$ cat src/rtl/core/periodic_probe_scheduler_top_defines.svh
// ----------------------------------------------------------------------------
// Periodic probe scheduler assertion macros
// Shared concurrent assertion forms, clocked on clk_i, quiet during reset.
// ----------------------------------------------------------------------------
`ifndef PERIODIC_PROBE_SCHEDULER_TOP_DEFINES_SVH
`define PERIODIC_PROBE_SCHEDULER_TOP_DEFINES_SVH

// Check that cons holds in the same cycle as ante.
`define PPS_ASSERT_SAME(lbl, ante, cons, msg) \
  lbl: assert property (@(posedge clk_i) disable iff (!rst_ni) (ante) |-> (cons)) \
    else $error(msg);

// Check that cons holds in the cycle after ante.
`define PPS_ASSERT_NEXT(lbl, ante, cons, msg) \
  lbl: assert property (@(posedge clk_i) disable iff (!rst_ni) (ante) |=> (cons)) \
    else $error(msg);

`endif

$ cat src/rtl/core/pps_ram.sv
// ----------------------------------------------------------------------------
// Generic RAM
// One write port, one read port with registered read data.
// ----------------------------------------------------------------------------
module pps_ram #(
  parameter int WIDTH = 8,
  parameter int DEPTH = 16
) (
  input  logic                                     clk_i,
  input  logic                                     we_i,
  input  logic [((DEPTH > 1) ? $clog2(DEPTH) : 1)-1:0] waddr_i,
  input  logic [WIDTH-1:0]                         wdata_i,
  input  logic [((DEPTH > 1) ? $clog2(DEPTH) : 1)-1:0] raddr_i,
  output logic [WIDTH-1:0]                         rdata_o
);

  logic [WIDTH-1:0] mem_q [DEPTH];

  always_ff @(posedge clk_i) begin
    if (we_i) begin
      mem_q[waddr_i] <= wdata_i;
    end
    rdata_o <= mem_q[raddr_i];
  end

endmodule

$ cat config.mk
export PLATFORM = sky130hd
export DESIGN_NAME = pps_ram
export DESIGN_NICKNAME = d
export VERILOG_FILES = /design/src/rtl/core/periodic_probe_scheduler_top_defines.svh /design/src/rtl/core/pps_ram.sv
export SDC_FILE = /design/constraint.sdc
export NUM_CORES = 1
export LEC_CHECK = 0
export ABC_CLOCK_PERIOD_IN_PS = 2900
export BUFFER_PORTS_ARGS = -buffer_cell sky130_fd_sc_hd__buf_2
export CORE_MARGIN = 2
export CORE_UTILIZATION = 55
export CTS_BUF_LIST = sky130_fd_sc_hd__clkbuf_16
export CTS_CLUSTER_DIAMETER = 200
export CTS_CLUSTER_SIZE = 24
export DETAILED_ROUTE_END_ITERATION = 12
export PLACE_DENSITY = 0.72
export SYNTH_ARGS = -nofsm -noshare
export SYNTH_HDL_FRONTEND = slang
export SYNTH_SLANG_ARGS = --single-unit
$ cat constraint.sdc
create_clock -name clk_i -period 2.9 [get_ports clk_i]
set_input_delay 0.435 -clock clk_i [delete_from_list [all_inputs] [get_ports clk_i]]
set_output_delay 0.435 -clock clk_i [all_outputs]
set_load 0.05 [all_outputs]
==> metrics.json <==
{
  "status": {"value": "finished clean"},
  "yosys_warnings": {"value": 0},
  "syn_to_final_growth": {"value": 17.04, "unit": "%"},
  "ctsRootBufferMaster": {"value": "sky130_fd_sc_hd__clkbuf_16"},
  "grt_max_degree": {"value": 33},
  "kind_of_cell_adding_the_most_delay_to_the_critical_path": {"value": "buffers and inverters"},
  "tritoncts": {"value": "built"},
  "path_buf_inv": {"value": 1},
  "synth_cell_type_count": {"value": 19},
  "whs_endpoint": {"value": "mem_q[15][7]"},
  "timing_max_transition_violations_final": {"value": 0},
  "relative_contribution_of_combinational_cells_to_total_power": {"value": 5.3, "unit": "%"},
  "regArea": {"value": 4004, "unit": "µm²"},
  "leakage": {"value": 2.057, "unit": "nW"},
  "max-slew-margin-rel": {"value": 37.79, "unit": "%"},
  "num_vias": {"value": 2407},
  "min_from": {"value": "wdata_i[7]"},
  "clk_transition_reported_paths": {"value": 0.06, "unit": "ns"},
  "wl_met1": {"value": 4.087, "unit": "mm"},
  "portion_of_total_power_attributed_to_the_clock_network": {"value": 46.1, "unit": "%"},
  "skew": {"value": 0.01146, "unit": "ns"},
  "worst_path_cell_chain": {"value": "buf_2 -> mux4_2 -> a22oi_1 -> nand2_1"},
  "worst_ir_drop_vdd": {"value": 0.0004262, "unit": "V"},
  "netlist_instances": {"value": 229},
  "grt_pass1_vias": {"value": 2490},
  "clock_sink_count": {"value": 136},
  "timing_worst_setup_path_type": {"value": "input port to register"},
  "cts_resized": {"value": 0},
  "cp_data_required_time": {"value": 3.18, "unit": "ns"},
  "core_area": {"value": 9153, "unit": "µm²"},
  "critical_path.max_stage_delay": {"value": 0.60, "unit": "ns"},
  "die_width": {"value": 100.7, "unit": "µm"},
  "timing.setup.tns": {"value": 0, "unit": "ns"},
  "timing.max_cap.violations": {"value": 0},
  "die-height": {"value": 100.7, "unit": "µm"},
  "hold-worst-slack": {"value": 0.3992, "unit": "ns"},
  "slowest_library_cell_on_the_worst_path": {"value": "sky130_fd_sc_hd__buf_2"},
  "rrSetupSlack": {"value": 1.52, "unit": "ns"},
  "finalWeightedCongestion": {"value": 0.7700},
  "synth_area": {"value": 5147, "unit": "µm²"},
  "floorplan.die_area": {"value": 10150, "unit": "µm²"},
  "top_layer": {"value": "met4"},
  "hold_buffers": {"value": 0},
  "met3RoutedLength": {"value": 661, "unit": "µm"},
  "depth_of_the_cts_h_tree": {"value": 4},
  "cts_setup_buffers": {"value": 0},
  "postLayoutCoreUtil": {"value": 65.82, "unit": "%"},
  "hpwl": {"value": 5.701, "unit": "mm"},
  "fin_cells": {"value": 400},
  "wl_met2": {"value": 4.889, "unit": "mm"},
  "port-buffer-count": {"value": 25},
  "timing_worst_slew_pin_value": {"value": 0.9298, "unit": "ns"},
  "worst-path-max-fanout": {"value": 32},
  "first_pass_grt_wire_length": {"value": 14.98, "unit": "mm"},
  "antenna_cells_inserted": {"value": 0},
  "detail_route.iter0.violations": {"value": 165},
  "finalCriticalPeriod": {"value": 1.577, "unit": "ns"},
  "grt_antenna_before_repair": {"value": 0},
  "share_seq_of_total_power": {"value": 48.6, "unit": "%"},
  "cp-end-kind": {"value": "register"},
  "grt_util_all_layers": {"value": 21.78, "unit": "%"},
  "fin_total_pwr": {"value": 0.004551, "unit": "W"},
  "wirelength": {"value": 9.764, "unit": "mm"},
  "cts_max_path_buffers": {"value": 2},
  "source_of_the_worst_register_to_register_timing_path": {"value": "mem_q[11][4]"},
  "route.antenna.remaining_nets": {"value": 0},
  "layout_worst_path_cycle_share": {"value": 54.38, "unit": "%"},
  "hold_violations": {"value": 0},
  "clock_latency": {"value": 0.42, "unit": "ns"},
  "setup_violations": {"value": 0},
  "grt.overflow.total": {"value": 0},
  "hold_path_class": {"value": "input port to register"},
  "detail_route.first_pass.iterations": {"value": 4},
  "synthesis.area_per_instance": {"value": 22.48, "unit": "µm²"},
  "critPathLaunchType": {"value": "input port"},
  "unrepaired_setup_endpoints_after_global_routing": {"value": "no"},
  "number_of_buffers_created_by_cts": {"value": 17},
  "crit-reg2reg-capture": {"value": "rdata_o[4]"},
  "fillCellCount": {"value": 577},
  "min_path_cells": {"value": 1},
  "synth_fp_nets": {"value": 247},
  "final_nets": {"value": 294},
  "cell_internal_pwr": {"value": 0.003619, "unit": "W"},
  "worst_ep_arrival_time": {"value": 1.85, "unit": "ns"},
  "power.share.switching": {"value": 20.48, "unit": "%"},
  "vias_per_cell": {"value": 6.018},
  "rows": {"value": 35},
  "worstRegToRegCells": {"value": 3},
  "multiInputGateArea": {"value": 1057, "unit": "µm²"},
  "detail_route.wl_per_cell": {"value": 24.41, "unit": "µm"},
  "synth-seq-cells": {"value": 136},
  "final_layout_size_suffix_gt1_share": {"value": 29.76, "unit": "%"},
  "dpl.cell_count": {"value": 368},
  "max_freq": {"value": 634.1, "unit": "MHz"},
  "power.density": {"value": 755.4, "unit": "nW/µm²"},
  "design.portCount": {"value": 26},
  "synth_seq_area_share": {"value": 77.78, "unit": "%"},
  "p_switching": {"value": 0.0009318, "unit": "W"},
  "detail_route.drc_violations": {"value": 0},
  "initial_core_util": {"value": 56.24, "unit": "%"}
}
-- layout make-up --
cell class              instances  share of cell area (%)
clock buffers                  17                   7.061
clock inverters                15                   2.721
multi-input cells              83                   17.55
flip-flops and latches        136                   66.46
well taps                     111                   2.305
repair buffers                 38                   3.904
-- how the worst max path moves through the flow --
stage	start	end	slack, ns	cells after the start
final	raddr_i[1]	rdata_o[7]	1.32	4
after global routing	raddr_i[1]	rdata_o[7]	1.19	4
after CTS	raddr_i[1]	rdata_o[7]	1.28	4
after detailed placement	raddr_i[1]	rdata_o[7]	0.86	4
after global placement	raddr_i[1]	rdata_o[7]	0.84	4
after floorplan	waddr_i[2]	mem_q[0][0]	0.97	2
-- kinds of logic after synthesis --
logic type             after synthesis  share of synthesized area [%]
flip-flops                         136                          77.78
buffers and inverters               10                          1.677
AND/OR/NAND/NOR                     35                          3.184
multiplexers                        32                          15.02
AO/OA/AOI/OAI                       16                          2.334
-- cells in the final DEF, fill, tap and decap left out --
master / count
sky130_fd_sc_hd__edfxtp_1: 128
sky130_fd_sc_hd__buf_2: 25
sky130_fd_sc_hd__mux4_2: 18
sky130_fd_sc_hd__clkbuf_16: 17
sky130_fd_sc_hd__a22oi_1: 16
sky130_fd_sc_hd__mux4_1: 14
sky130_fd_sc_hd__nor2_1: 13
sky130_fd_sc_hd__buf_4: 12
sky130_fd_sc_hd__nand2_1: 9
sky130_fd_sc_hd__dfxtp_1: 8
sky130_fd_sc_hd__nor3_1: 4
sky130_fd_sc_hd__clkinvlp_4: 4
sky130_fd_sc_hd__bufinv_16: 3
sky130_fd_sc_hd__inv_1: 3
sky130_fd_sc_hd__clkinv_2: 3
sky130_fd_sc_hd__nand3b_1: 2
sky130_fd_sc_hd__nand2b_1: 2
sky130_fd_sc_hd__clkinv_4: 2
sky130_fd_sc_hd__nor2b_1: 1
sky130_fd_sc_hd__and2_1: 1
sky130_fd_sc_hd__and2b_1: 1
sky130_fd_sc_hd__nand3_1: 1
sky130_fd_sc_hd__or3b_2: 1
sky130_fd_sc_hd__buf_12: 1
-- metal layers --
layer / vias up / track usage (%)
met5: - / 0
met4: 0 / 8.535
met3: 10 / 7.975
met2: 92 / 31.54
met1: 1234 / 30.65
li1: 1071 / -
-- Yosys cell counts, drive strengths merged --
cell | count | area, µm²
a22oi | 16 | 120.1
and2 | 1 | 6.260
and2b | 1 | 7.510
buf | 7 | 56.30
clkdlybuf4s25 | 3 | 30.03
dfxtp | 8 | 160.2
edfxtp | 128 | 3844
mux4 | 32 | 773.2
nand2 | 9 | 33.78
nand2b | 2 | 12.51
nand3 | 1 | 5.000
nand3b | 2 | 15.01
nor2 | 13 | 48.80
nor2b | 1 | 6.260
nor3 | 4 | 20.02
or3b | 1 | 8.760
-- per-stage QoR --
stage | area [µm²] | setup slack [ns]
global route | 6025 | 1.192
CTS | 6025 | 1.284
global placement | 5435 | 0.8368
finish | 6025 | 1.323
detailed placement | 5435 | 0.8649
floorplan | 5147 | 0.9721
-- worst register-to-register path: stages, from the launching register on --
cell	delay [ns]
sky130_fd_sc_hd__edfxtp_1	0.37
sky130_fd_sc_hd__mux4_1	0.48
sky130_fd_sc_hd__a22oi_1	0.32
sky130_fd_sc_hd__nand2_1	0.09
-- power groups by stage --
| stage | combinational (W) | sequential, W | clock, W |
|---|---|---|---|
| detailed placement | 0.000242 | 0.00225 | 0 |
| finish | 0.000240 | 0.00221 | 0.00210 |
| global route | 0.000260 | 0.00222 | 0.00221 |
| floorplan | 0.000112 | 0.00229 | 0 |
| global placement | 0.000238 | 0.00225 | 0 |
| CTS | 0.000245 | 0.00221 | 0.00214 |
-- state kept, by name (all words and copies together) (netlist names) --
register / flops
mem_q: 128
rdata_o: 8
Power figures use the tool's default switching activity.
